--- src/rtl/bpcd_pkg.sv ---
// Shared types, constants and palette functions for the block palette code decoder.
// No dependencies; used by every module in rtl/.

package bpcd_pkg;

    localparam logic [15:0] RAW_HEADER = 16'hfeff;
    localparam int          PAL_SIZE   = 8;
    localparam logic [3:0]  LAST_POS   = 4'd15;
    localparam logic [3:0]  RAW_LAST   = 4'd1;
    localparam logic [3:0]  RAW_WORDS  = 4'd9;
    localparam logic [3:0]  FILL_WORDS = 4'd1;
    localparam logic [15:0] RAW_PLANE  = 16'h0002;

    typedef enum logic [1:0] {
        JOB_RAW   = 2'd0,
        JOB_FILL  = 2'd1,
        JOB_CODED = 2'd2
    } job_kind_t;

    typedef struct packed {
        job_kind_t   kind;
        logic [15:0] word;
        logic [15:0] c0;
        logic [15:0] c1;
        logic [15:0] c2;
        logic [3:0]  base;
        logic [3:0]  words;
        logic [3:0]  last_cnt;
    } job_t;

    typedef logic [PAL_SIZE-1:0][7:0] pal_t;

    function automatic logic [1:0] planes_of(logic [15:0] hdr);
        logic [1:0] np;
        if (!hdr[0])
            np = 2'd1;
        else if (hdr[2:1] == 2'b11)
            np = 2'd3;
        else
            np = 2'd2;
        return np;
    endfunction

    function automatic pal_t build_palette(logic [15:0] hdr);
        logic [1:0]  np;
        logic [8:0]  s;
        logic [7:0]  p;
        logic [10:0] sum;
        logic [2:0]  f;
        pal_t        pal;
        p  = hdr[15:8];
        np = planes_of(hdr);
        if (np == 2'd1) begin
            if (hdr[7]) begin
                if (hdr[6])
                    s = 9'({hdr[5:1], 2'b00}) + 9'd131;
                else
                    s = 9'({hdr[5:1], 1'b0}) + 9'd66;
            end
            else begin
                s = 9'(hdr[6:1]) + 9'd1;
            end
        end
        else if (np == 2'd2) begin
            if (hdr[7]) begin
                if (hdr[6])
                    s = 9'({hdr[5:3], 2'b00}) + 9'd35;
                else
                    s = 9'({hdr[5:3], 1'b0}) + 9'd18;
            end
            else begin
                s = 9'(hdr[6:3]) + 9'd1;
            end
        end
        else begin
            s = 9'(hdr[7:3]) + 9'd1;
        end
        for (int k = 0; k < PAL_SIZE; k++) begin
            if (np == 2'd2 && hdr[1] && k >= 2)
                f = 3'(k + 2);
            else
                f = 3'(k);
            sum = 11'(p) + 11'(s) * 11'(f);
            pal[k] = (sum > 11'd255) ? 8'hff : sum[7:0];
        end
        return pal;
    endfunction

endpackage

--- src/rtl/bpcd_front.sv ---
// Front end: parses headers, raw words and code planes into decode jobs.
// Depends on bpcd_pkg.

module bpcd_front (
    input  logic              clk,
    input  logic              rst_n,
    input  logic              in_valid,
    output logic              in_ready,
    input  logic [15:0]       code_word,
    output logic              job_push,
    output bpcd_pkg::job_t    job,
    input  logic              job_full
);

    typedef enum logic [4:0] {
        PH_HEADER = 5'b00001,
        PH_RAW    = 5'b00010,
        PH_PLANE0 = 5'b00100,
        PH_PLANE1 = 5'b01000,
        PH_PLANE2 = 5'b10000
    } phase_t;

    phase_t      phase_reg, phase_next;
    logic [15:0] header_reg, header_next;
    logic [15:0] plane0_reg, plane0_next;
    logic [15:0] plane1_reg, plane1_next;
    logic [2:0]  raw_count_reg, raw_count_next;
    logic        accept;
    logic [1:0]  np;

    assign in_ready = !job_full;
    assign accept   = in_valid && !job_full;
    assign np       = bpcd_pkg::planes_of(header_reg);

    always_comb
    begin
        phase_next     = phase_reg;
        header_next    = header_reg;
        plane0_next    = plane0_reg;
        plane1_next    = plane1_reg;
        raw_count_next = raw_count_reg;
        job_push       = 1'b0;
        job.kind       = bpcd_pkg::JOB_CODED;
        job.word       = header_reg;
        job.c0         = '0;
        job.c1         = '0;
        job.c2         = '0;
        job.base       = '0;
        job.words      = 4'(np) + 4'd1;
        job.last_cnt   = bpcd_pkg::LAST_POS;
        if (accept) begin
            unique case (phase_reg)
                PH_RAW:
                begin
                    job_push       = 1'b1;
                    job.kind       = bpcd_pkg::JOB_RAW;
                    job.word       = code_word;
                    job.c0         = bpcd_pkg::RAW_PLANE;
                    job.base       = {raw_count_reg, 1'b0};
                    job.words      = bpcd_pkg::RAW_WORDS;
                    job.last_cnt   = bpcd_pkg::RAW_LAST;
                    raw_count_next = raw_count_reg + 3'd1;
                    if (raw_count_reg == 3'd7)
                        phase_next = PH_HEADER;
                end
                PH_PLANE0:
                begin
                    plane0_next = code_word;
                    if (np == 2'd1) begin
                        job_push   = 1'b1;
                        job.c0     = code_word;
                        phase_next = PH_HEADER;
                    end
                    else begin
                        phase_next = PH_PLANE1;
                    end
                end
                PH_PLANE1:
                begin
                    plane1_next = code_word;
                    if (np == 2'd2) begin
                        job_push   = 1'b1;
                        job.c0     = plane0_reg;
                        job.c1     = code_word;
                        phase_next = PH_HEADER;
                    end
                    else begin
                        phase_next = PH_PLANE2;
                    end
                end
                PH_PLANE2:
                begin
                    job_push   = 1'b1;
                    job.c0     = plane0_reg;
                    job.c1     = plane1_reg;
                    job.c2     = code_word;
                    phase_next = PH_HEADER;
                end
                default:
                begin
                    header_next = code_word;
                    if (code_word == bpcd_pkg::RAW_HEADER) begin
                        raw_count_next = '0;
                        phase_next     = PH_RAW;
                    end
                    else if (code_word[7:0] == 8'h00) begin
                        job_push     = 1'b1;
                        job.kind     = bpcd_pkg::JOB_FILL;
                        job.word     = code_word;
                        job.words    = bpcd_pkg::FILL_WORDS;
                        phase_next   = PH_HEADER;
                    end
                    else begin
                        phase_next = PH_PLANE0;
                    end
                end
            endcase
        end
    end

    always_ff @(posedge clk or negedge rst_n)
    begin
        if (!rst_n) begin
            phase_reg     <= PH_HEADER;
            header_reg    <= '0;
            plane0_reg    <= '0;
            plane1_reg    <= '0;
            raw_count_reg <= '0;
        end
        else begin
            phase_reg     <= phase_next;
            header_reg    <= header_next;
            plane0_reg    <= plane0_next;
            plane1_reg    <= plane1_next;
            raw_count_reg <= raw_count_next;
        end
    end

endmodule

--- src/rtl/bpcd_queue.sv ---
// Short job queue between front end and back end.
// Depends on bpcd_pkg.

module bpcd_queue #(
    parameter int DEPTH = 2
) (
    input  logic              clk,
    input  logic              rst_n,
    input  logic              push,
    input  bpcd_pkg::job_t    push_data,
    output logic              full,
    input  logic              pop,
    output logic              valid,
    output bpcd_pkg::job_t    head
);

    localparam int PW = (DEPTH > 1) ? $clog2(DEPTH) : 1;
    localparam int CW = $clog2(DEPTH + 1);

    bpcd_pkg::job_t mem_reg [DEPTH];
    logic [PW-1:0]  wr_ptr_reg, wr_ptr_next;
    logic [PW-1:0]  rd_ptr_reg, rd_ptr_next;
    logic [CW-1:0]  count_reg, count_next;
    logic           do_push;
    logic           do_pop;

    assign full    = (count_reg == CW'(DEPTH));
    assign valid   = (count_reg != '0);
    assign head    = mem_reg[rd_ptr_reg];
    assign do_push = push && !full;
    assign do_pop  = pop && valid;

    always_comb
    begin
        wr_ptr_next = wr_ptr_reg;
        rd_ptr_next = rd_ptr_reg;
        count_next  = count_reg;
        if (do_push)
            wr_ptr_next = (wr_ptr_reg == PW'(DEPTH - 1)) ? '0 : wr_ptr_reg + PW'(1);
        if (do_pop)
            rd_ptr_next = (rd_ptr_reg == PW'(DEPTH - 1)) ? '0 : rd_ptr_reg + PW'(1);
        if (do_push && !do_pop)
            count_next = count_reg + CW'(1);
        else if (do_pop && !do_push)
            count_next = count_reg - CW'(1);
    end

    always_ff @(posedge clk or negedge rst_n)
    begin
        if (!rst_n) begin
            wr_ptr_reg <= '0;
            rd_ptr_reg <= '0;
            count_reg  <= '0;
        end
        else begin
            wr_ptr_reg <= wr_ptr_next;
            rd_ptr_reg <= rd_ptr_next;
            count_reg  <= count_next;
        end
    end

    always_ff @(posedge clk)
    begin
        if (do_push)
            mem_reg[wr_ptr_reg] <= push_data;
    end

endmodule

--- src/rtl/bpcd_back.sv ---
// Back end: loads a job, builds its palette and emits one value per beat.
// Depends on bpcd_pkg; holds the output register.

module bpcd_back (
    input  logic              clk,
    input  logic              rst_n,
    input  logic              job_valid,
    input  bpcd_pkg::job_t    job,
    output logic              job_pop,
    output logic              out_valid,
    input  logic              out_ready,
    output logic [7:0]        sample,
    output logic [3:0]        sample_index,
    output logic              last,
    output logic [3:0]        words_used
);

    logic                busy_reg, busy_next;
    logic [3:0]          cnt_reg, cnt_next;
    logic                out_valid_reg, out_valid_next;
    bpcd_pkg::pal_t      pal_reg;
    bpcd_pkg::pal_t      pal_load;
    logic [15:0]         c0_reg, c1_reg, c2_reg;
    logic [3:0]          base_reg, words_reg, last_cnt_reg;
    logic [7:0]          sample_reg;
    logic [3:0]          index_reg;
    logic                last_reg;
    logic [3:0]          words_used_reg;
    logic                emit;
    logic                done;
    logic                load;
    logic [2:0]          ix;
    logic [3:0]          idx;

    assign emit = busy_reg && (!out_valid_reg || out_ready);
    assign done = emit && (cnt_reg == last_cnt_reg);
    assign load = job_valid && (!busy_reg || done);
    assign job_pop = load;

    assign ix  = {c2_reg[cnt_reg], c1_reg[cnt_reg], c0_reg[cnt_reg]};
    assign idx = base_reg + cnt_reg;

    always_comb
    begin
        pal_load = '0;
        unique case (job.kind)
            bpcd_pkg::JOB_RAW:
            begin
                pal_load[0] = job.word[7:0];
                pal_load[1] = job.word[15:8];
            end
            bpcd_pkg::JOB_FILL:
            begin
                for (int k = 0; k < bpcd_pkg::PAL_SIZE; k++)
                    pal_load[k] = job.word[15:8];
            end
            default:
                pal_load = bpcd_pkg::build_palette(job.word);
        endcase
    end

    always_comb
    begin
        busy_next      = busy_reg;
        cnt_next       = cnt_reg;
        out_valid_next = out_valid_reg;
        if (out_ready)
            out_valid_next = 1'b0;
        if (emit) begin
            out_valid_next = 1'b1;
            cnt_next       = cnt_reg + 4'd1;
        end
        if (done)
            busy_next = 1'b0;
        if (load) begin
            busy_next = 1'b1;
            cnt_next  = '0;
        end
    end

    always_ff @(posedge clk or negedge rst_n)
    begin
        if (!rst_n) begin
            busy_reg      <= 1'b0;
            cnt_reg       <= '0;
            out_valid_reg <= 1'b0;
        end
        else begin
            busy_reg      <= busy_next;
            cnt_reg       <= cnt_next;
            out_valid_reg <= out_valid_next;
        end
    end

    always_ff @(posedge clk)
    begin
        if (load) begin
            pal_reg      <= pal_load;
            c0_reg       <= job.c0;
            c1_reg       <= job.c1;
            c2_reg       <= job.c2;
            base_reg     <= job.base;
            words_reg    <= job.words;
            last_cnt_reg <= job.last_cnt;
        end
        if (emit) begin
            sample_reg     <= pal_reg[ix];
            index_reg      <= idx;
            last_reg       <= (idx == bpcd_pkg::LAST_POS);
            words_used_reg <= (idx == bpcd_pkg::LAST_POS) ? words_reg : 4'd0;
        end
    end

    assign out_valid    = out_valid_reg;
    assign sample       = sample_reg;
    assign sample_index = index_reg;
    assign last         = last_reg;
    assign words_used   = words_used_reg;

endmodule

--- src/rtl/block_palette_code_decoder_core.sv ---
// Top level of the block palette code decoder: front end, job queue, back end.
// Depends on bpcd_pkg, bpcd_front, bpcd_queue and bpcd_back.
//
//   channel   handshake      payload
//   input     push / full    code_word[15:0]
//   result    pop / empty    sample[7:0], sample_index[3:0], last, words_used[3:0]
//
// The back end emits one value per cycle unless pop stalls or no job waits; a raw word
// gives 2 values, fill or coded blocks 16: the value output port sets the sustained rate.
// Header and plane words parse on accept; jobs wait in a QUEUE_DEPTH-entry queue.
// full follows the job queue; a stalled pop holds the output register and backs up
// the queue. Reset clears phase, queue pointers and output valid; no clearing pass.

module block_palette_code_decoder_core #(
    parameter int QUEUE_DEPTH = 2
) (
    input  logic        clk,
    input  logic        rst_n,
    input  logic        push,
    output logic        full,
    input  logic [15:0] code_word,
    output logic        empty,
    input  logic        pop,
    output logic [7:0]  sample,
    output logic [3:0]  sample_index,
    output logic        last,
    output logic [3:0]  words_used
);

    bpcd_pkg::job_t job_in;
    bpcd_pkg::job_t job_head;
    logic           job_push;
    logic           job_full;
    logic           job_valid;
    logic           job_pop;
    logic           in_ready;
    logic           out_valid;

    assign full  = !in_ready;
    assign empty = !out_valid;

    bpcd_front u_front (
        .clk       (clk),
        .rst_n     (rst_n),
        .in_valid  (push),
        .in_ready  (in_ready),
        .code_word (code_word),
        .job_push  (job_push),
        .job       (job_in),
        .job_full  (job_full)
    );

    bpcd_queue #(
        .DEPTH (QUEUE_DEPTH)
    ) u_queue (
        .clk       (clk),
        .rst_n     (rst_n),
        .push      (job_push),
        .push_data (job_in),
        .full      (job_full),
        .pop       (job_pop),
        .valid     (job_valid),
        .head      (job_head)
    );

    bpcd_back u_back (
        .clk          (clk),
        .rst_n        (rst_n),
        .job_valid    (job_valid),
        .job          (job_head),
        .job_pop      (job_pop),
        .out_valid    (out_valid),
        .out_ready    (pop),
        .sample       (sample),
        .sample_index (sample_index),
        .last         (last),
        .words_used   (words_used)
    );

endmodule

--- config.mk ---
export PLATFORM = sky130hd
export DESIGN_NAME = block_palette_code_decoder_core
export DESIGN_NICKNAME = d
export VERILOG_FILES = /design/src/rtl/bpcd_pkg.sv /design/src/rtl/bpcd_front.sv /design/src/rtl/bpcd_queue.sv /design/src/rtl/bpcd_back.sv /design/src/rtl/block_palette_code_decoder_core.sv
export SDC_FILE = /design/constraint.sdc
export NUM_CORES = 1
export LEC_CHECK = 0
export BUFFER_PORTS_ARGS = -buffer_cell sky130_fd_sc_hd__buf_2
export CORE_UTILIZATION = 30
export DETAILED_ROUTE_END_ITERATION = 8
export GPL_TIMING_DRIVEN = 0
export SLEW_MARGIN = 20
export SYNTH_ARGS = -nofsm -noshare
export SYNTH_HDL_FRONTEND = slang
export SYNTH_SLANG_ARGS = --single-unit
--- constraint.sdc ---
create_clock -name clk -period 6.01 [get_ports clk]
set_clock_uncertainty 0.05 [all_clocks]
set_input_delay 1.803 -clock clk [delete_from_list [all_inputs] [get_ports clk]]
set_output_delay 1.803 -clock clk [all_outputs]
set_load 0.03 [all_outputs]
* Word level (Yosys, flattened, before mapping)
Memory sizes are Yosys's and may differ from the RTL's. Cells that the tools add are included.
Storage, ports and cells: register bits 207, memory bits (writable) 156, input bits 20, logic and storage cells 207, memories kept 1
Memory list:
- u_queue.mem_reg | words 2, width 78, rd ports 1, clocked after memory_dff 0, write ports 1, line bpcd_queue.sv:20 | bpcd_pkg::job_t mem_reg [DEPTH];
Operators by class: add/subtract/negate cells 23, $mul 8, magnitude comparators 10, eq/ne operators 17, muxes and demuxes 84, bitwise logic cells 2, reduce and logical (&&, ||, !) cells 33
Operators with widths (number):
- $pmux W48 S2 | 1
- $add A8 B11 Y11 | 8
- $gt A11 B8 Y1 const B | 8
- $mul A9 B3 Y11 | 8
- $mux W78 | 1
- $mux W8 | 9
- $pmux W16 S2 | 2
- $pmux W16 S4 | 1
- $mux W9 | 7
- $mux W3 | 15
- $mux W18 | 2
- $pmux W18 S2 | 1
- $mux W16 | 2
- $mux W32 | 1
- $mux W4 | 7
- $bmux W8 S3 | 1
- $pmux W5 S4 | 1
- $mux W1 | 18
- $eq A16 B16 Y1 const B | 1
- $mux W2 | 7
- $bmux W1 S4 | 3
- $reduce_bool A2 Y1 | 6
- $eq A2 B2 Y1 const B | 5
- $mux W5 | 2
- 39 further kinds | 60

* Longest topological paths before layout
An unclocked memory read counts as a cell.
word-level depth 14, mapped depth 28, mapped depth without buffers 23

* By module
A second synthesis with hierarchy kept.
Second synthesis, totals: cells, all modules 1675, area total of the unflattened synthesis 20788.7 um^2
By module, submodules not included:
- bpcd_back | times used 1, cells each 1023, area each 11278.3 um^2, sequential area each 4384.2 um^2
- bpcd_queue | times used 1, cells each 262, area each 5861.9 um^2, sequential area each 4784.6 um^2
- bpcd_front | times used 1, cells each 388, area each 3641.0 um^2, sequential area each 1402.6 um^2
- block_palette_code_decoder_core | times used 1, cells each 2, area each 7.5 um^2, sequential area each 0.0 um^2

* Least setup slack after synthesis
Ideal clock, no wire load.
path kind input-to-reg, start point in pop, end point reg u_queue.count_reg[1], library setup time 79 ps, arrival time 7190 ps, slack -1309 ps, cell stages on the path 10, buffers on the path 1, path through nand2b_1 > and2_1 > clkbuf_1 > nand3_1 > a21oi_2 > inv_1 > ha_1 > xor2_1 > nor2_1 > xor2_1
On the way: cells in the longest elaborated chain, start to end 9, elaborated cells on any way between the ends 11, those cells by class 1 x mux; 10 x reduce/logical
Ends and longest elaborated chain:
- start: declaration | line block_palette_code_decoder_core.sv:23 | input logic pop,
- $logic_or A1 B1 Y1 * | line bpcd_back.sv:35 | assign emit = busy_reg && (!out_valid_reg || out_ready);
- $logic_and A1 B1 Y1 * | line bpcd_back.sv:35
- named net u_back.emit | line bpcd_back.sv:29 | logic emit;
- $logic_and A1 B1 Y1 * | line bpcd_back.sv:36 | assign done = emit && (cnt_reg == last_cnt_reg);
- $logic_or A1 B1 Y1 * | line bpcd_back.sv:37 | assign load = job_valid && (!busy_reg || done);
- $logic_and A1 B1 Y1 * | line bpcd_back.sv:37
- named net job_pop | line block_palette_code_decoder_core.sv:35 | logic job_pop;
- $logic_and A1 B1 Y1 * | line bpcd_queue.sv:31 | assign do_pop = pop && valid;
- $logic_not A1 Y1 | line bpcd_queue.sv:42 | if (do_push && !do_pop)
- $logic_and A1 B1 Y1 | line bpcd_queue.sv:42
- $mux W2 / $reduce_bool A2 Y1 (equally long branches)
- end signal: assignment | line bpcd_queue.sv:58 | count_reg <= count_next;
- end: declaration | line bpcd_queue.sv:23 | logic [CW-1:0] count_reg, count_next;
The timed path passes the listed nets; every way through them passes the cells marked *. A chain may end at the register's enable or synchronous reset.

==> metrics.yaml <==
run_status:
  status: "completed"
synth:
  yosysUniqueCellTypes: 95
  yosysWarnings: 0
  ys_ff_latch: 351
  synthesis.area_sq_um: 19900
  synth_seq_area_share: 0.514
  syn_avg_cell_area_sq_um: 12.5
  synth-edff-count: 285
  ys_async_sr_fraction: 0.188
  synthFlopType: "edfxtp_1"
  syn_inst: 1592
sta:
  setup_viol_count_final: 0
  finalHoldViolations: 0
  slew_headroom: 0.331
  finalMaxSlewViolations: 0
  tns_ps: 0
  finalCriticalPeriod_ps: 5860
  finalWorstSetupSlack_ps: 148
  worst_pin_slew_ps: 999
  clock.fmax_mhz: 171
  post-route-period-util: 0.975
finish:
  seqCellArea_sq_um: 10200
  largest_register_ffs: 148
  fill_cells: 6207
  drive_gt1_frac: 0.232
  final_nets: 1878
  multi_input_area_sq_um: 9420
  area_delta_synth_final_pct: 18.3
cts:
  clk_path_buf_depth: 3
  numCtsBuffers: 36
  cts-root-buf: "clkbuf_16"
  clk_pin_slew_ps: 60
  cts.sinks: 351
  h-tree-depth: 2
  insertion_delay_ps: 540
  cts_tree: "done"
critical_path:
  rrSetupSlack_ps: 150
  r2r_end: "u_back.pal_reg[42]"
  worst_setup_path_end_kind: "register"
  crit_fanout: 10
  critPathKind: "register to register"
  cp.required_ps: 6200
  reg2reg_depth: 24
  rr_startpoint: "u_queue.rd_ptr_reg"
  critPathArrivalTime_ps: 6050
  worstSetupStartpointType: "register"
grt:
  grt.overflow.total: 0
  antenna_found_initial: 10
  grt_pass1_vias: 13145
  grtUsageTotal: 0.145
  grt_max_degree: 53
  grt_pass1_wl_microns: 76200
hold_path:
  whs_endpoint: "u_front.phase_reg[0]"
  hold_path_depth: 2
  hp-class: "register to register"
  min-delay-start: "u_front.phase_reg[0]"
die:
  die_h_microns: 259
  initial_core_util: 0.306
  die_x_microns: 259
  dieArea_sq_um: 67200
  ios: 39
  num_rows: 93
  core_area_sq_um: 64900
route:
  first_pass_iters: 6
  ant_nets: 0
  drc: 0
  viasPerCell: 5.08
  drt-total-wl_microns: 49300
  wl_per_cell_microns: 19.0
  drt_first_iter_violations: 812
  vias: 13159
place:
  io_buffer_count: 30
  dp_hpwl_microns: 36200
  gp_congestion: 0.916
  dp_slack_ps: -1690
run:
  cap_violations: 0
worst max-delay path, stage by stage, from the launching register on:
cell and delay [ps]:
dfrtp_1 370, buf_6 130, buf_8 140, buf_8 150, buf_12 150, buf_12 140, mux2_4 340, ha_4 190
buf_6 150, or3_4 410, o22ai_4 210, nor4_4 80, buf_4 180, fa_1 470, fa_1 510, inv_1 50
ha_1 320, a211oi_2 270, nor2_2 110, o41ai_4 360, buf_4 180, nand2_1 40, o22ai_1 190, a22o_4 230
a41oi_2 150
cell usage in the layout (no fill, tap or decap), drive strengths merged, types with 10 or more instances in the layout:
| master | synthesis | routed |
|---|---|---|
| a211oi | 14 | 14 |
| a21oi | 59 | 59 |
| a22o | 20 | 20 |
| a22oi | 32 | 32 |
| a31oi | 21 | 21 |
| and2 | 14 | 14 |
| and3 | 18 | 18 |
| buf | 35 | 104 |
| clkbuf | 37 | 80 |
| clkinv | 0 | 10 |
| conb | 2 | 10 |
| dfrtp | 65 | 65 |
| edfxtp | 285 | 285 |
| fa | 45 | 45 |
| ha | 108 | 108 |
| inv | 117 | 119 |
| mux2 | 130 | 130 |
| mux2i | 48 | 48 |
| mux4 | 12 | 12 |
| nand2 | 76 | 76 |
| nand3 | 27 | 27 |
| nor2 | 143 | 143 |
| nor2b | 10 | 10 |
| nor3 | 15 | 15 |
| o211ai | 12 | 12 |
| o21ai | 46 | 46 |
| or2 | 12 | 12 |
| xnor2 | 37 | 37 |
| xor2 | 23 | 23 |
metal layers:
layer / vias to the layer above / wire length [microns] / track usage / part of all wire
met5: - / 82 / 0 / 0.0017
met1: 6587 / 22300 / 0.198 / 0.45
met4: 14 / 1160 / 0.0426 / 0.024
met3: 102 / 2900 / 0.0267 / 0.059
met2: 353 / 22900 / 0.234 / 0.46
li1: 6103 / - / - / -
logic make-up after synthesis:
kind of cell / after synthesis / synth area share
and+or+nand+nor: 358 / 0.0876
DFF: 351 / 0.514
AOI/OAI and AO/OA: 287 / 0.101
muxes: 190 / 0.113
buffers and inverters: 189 / 0.0409
adders and majority gates: 154 / 0.114
xor gates and xnor gates: 61 / 0.0289
other: 2 / 0.000378
stage by stage:
step                      utilization  cells  cell area [sq um]  hold slack, ps
final                           0.362   2589              23500             434
after global routing            0.362   2587              23500             471
after CTS                       0.355   2574              23000             435
after detailed placement        0.330   2497              21400             424
after global placement          0.325   2485              21100             421
after floorplan                     -   1600              19900             402
cell type report:
type / instances / area share
Antenna cell: 3 / 0.000320
Buffer: 70 / 0.0175
Timing Repair Buffer: 69 / 0.0291
Clock buffer: 45 / 0.0415
Sequential cell: 351 / 0.435
Inverter: 117 / 0.0190
Multi-Input combinational cell: 1060 / 0.401
Tap cell: 855 / 0.0455
Clock inverter: 19 / 0.0114
synth_stat cells, drive strengths merged (6+ instances only):
| library cell | instances | share of area |
|---|---|---|
| a211oi | 14 | 0.0055 |
| or2 | 12 | 0.0038 |
| a21oi | 59 | 0.017 |
| dfrtp | 65 | 0.082 |
| o21ai | 46 | 0.012 |
| nor2b | 10 | 0.0031 |
| and3 | 18 | 0.0057 |
| o211ai | 12 | 0.0045 |
| nand2 | 76 | 0.015 |
| mux2 | 130 | 0.074 |
| a31oi | 21 | 0.0066 |
| a22oi | 32 | 0.012 |
| ha | 108 | 0.068 |
| and2 | 14 | 0.0044 |
| nand4 | 9 | 0.0028 |
| o21bai | 7 | 0.0026 |
| xor2 | 23 | 0.010 |
| a22o | 20 | 0.0088 |
| mux2i | 48 | 0.025 |
| nand4b | 6 | 0.0026 |
| inv | 117 | 0.022 |
| a41oi | 9 | 0.0040 |
| nand3 | 27 | 0.0068 |
| buf | 35 | 0.012 |
| a21o | 9 | 0.0034 |
| fa | 45 | 0.045 |
| mux4 | 12 | 0.014 |
| clkbuf | 37 | 0.0070 |
| a2bb2oi | 8 | 0.0035 |
| edfxtp | 285 | 0.43 |
| nor3 | 15 | 0.0046 |
| nor2 | 143 | 0.028 |
| nand2b | 9 | 0.0028 |
| o21a | 9 | 0.0034 |
| xnor2 | 37 | 0.018 |
worst max-delay path by stage:
| stage | from | to | slack, ps | cells after the start |
|---|---|---|---|---|
| 5_1_grt | u_queue.rd_ptr_reg | u_back.pal_reg[28] | -3 | 30 |
| 2_1_floorplan | u_queue.rd_ptr_reg | u_back.pal_reg[58] | 4 | 25 |
| 3_3_place_gp | u_queue.rd_ptr_reg | u_back.pal_reg[60] | -1580 | 25 |
| 4_1_cts | u_queue.rd_ptr_reg | u_back.pal_reg[58] | -9 | 28 |
| 6_report | u_queue.rd_ptr_reg | u_back.pal_reg[42] | 150 | 24 |
| 3_5_place_dp | u_queue.rd_ptr_reg | u_back.pal_reg[60] | -1690 | 25 |
repair_timing:
item / CTS / global route
buffers inserted: 15 / 13
endpoints found under the setup margin: 56 / 50
resized for setup: 54 / 60
hold endpoints to repair: 0 / 0
pin swaps: 12 / 21
hold buffers: 0 / 0
Power is left out: the tool's default activity adds up to more than one toggle a clock period on the data nets, which glitch-free logic cannot reach.
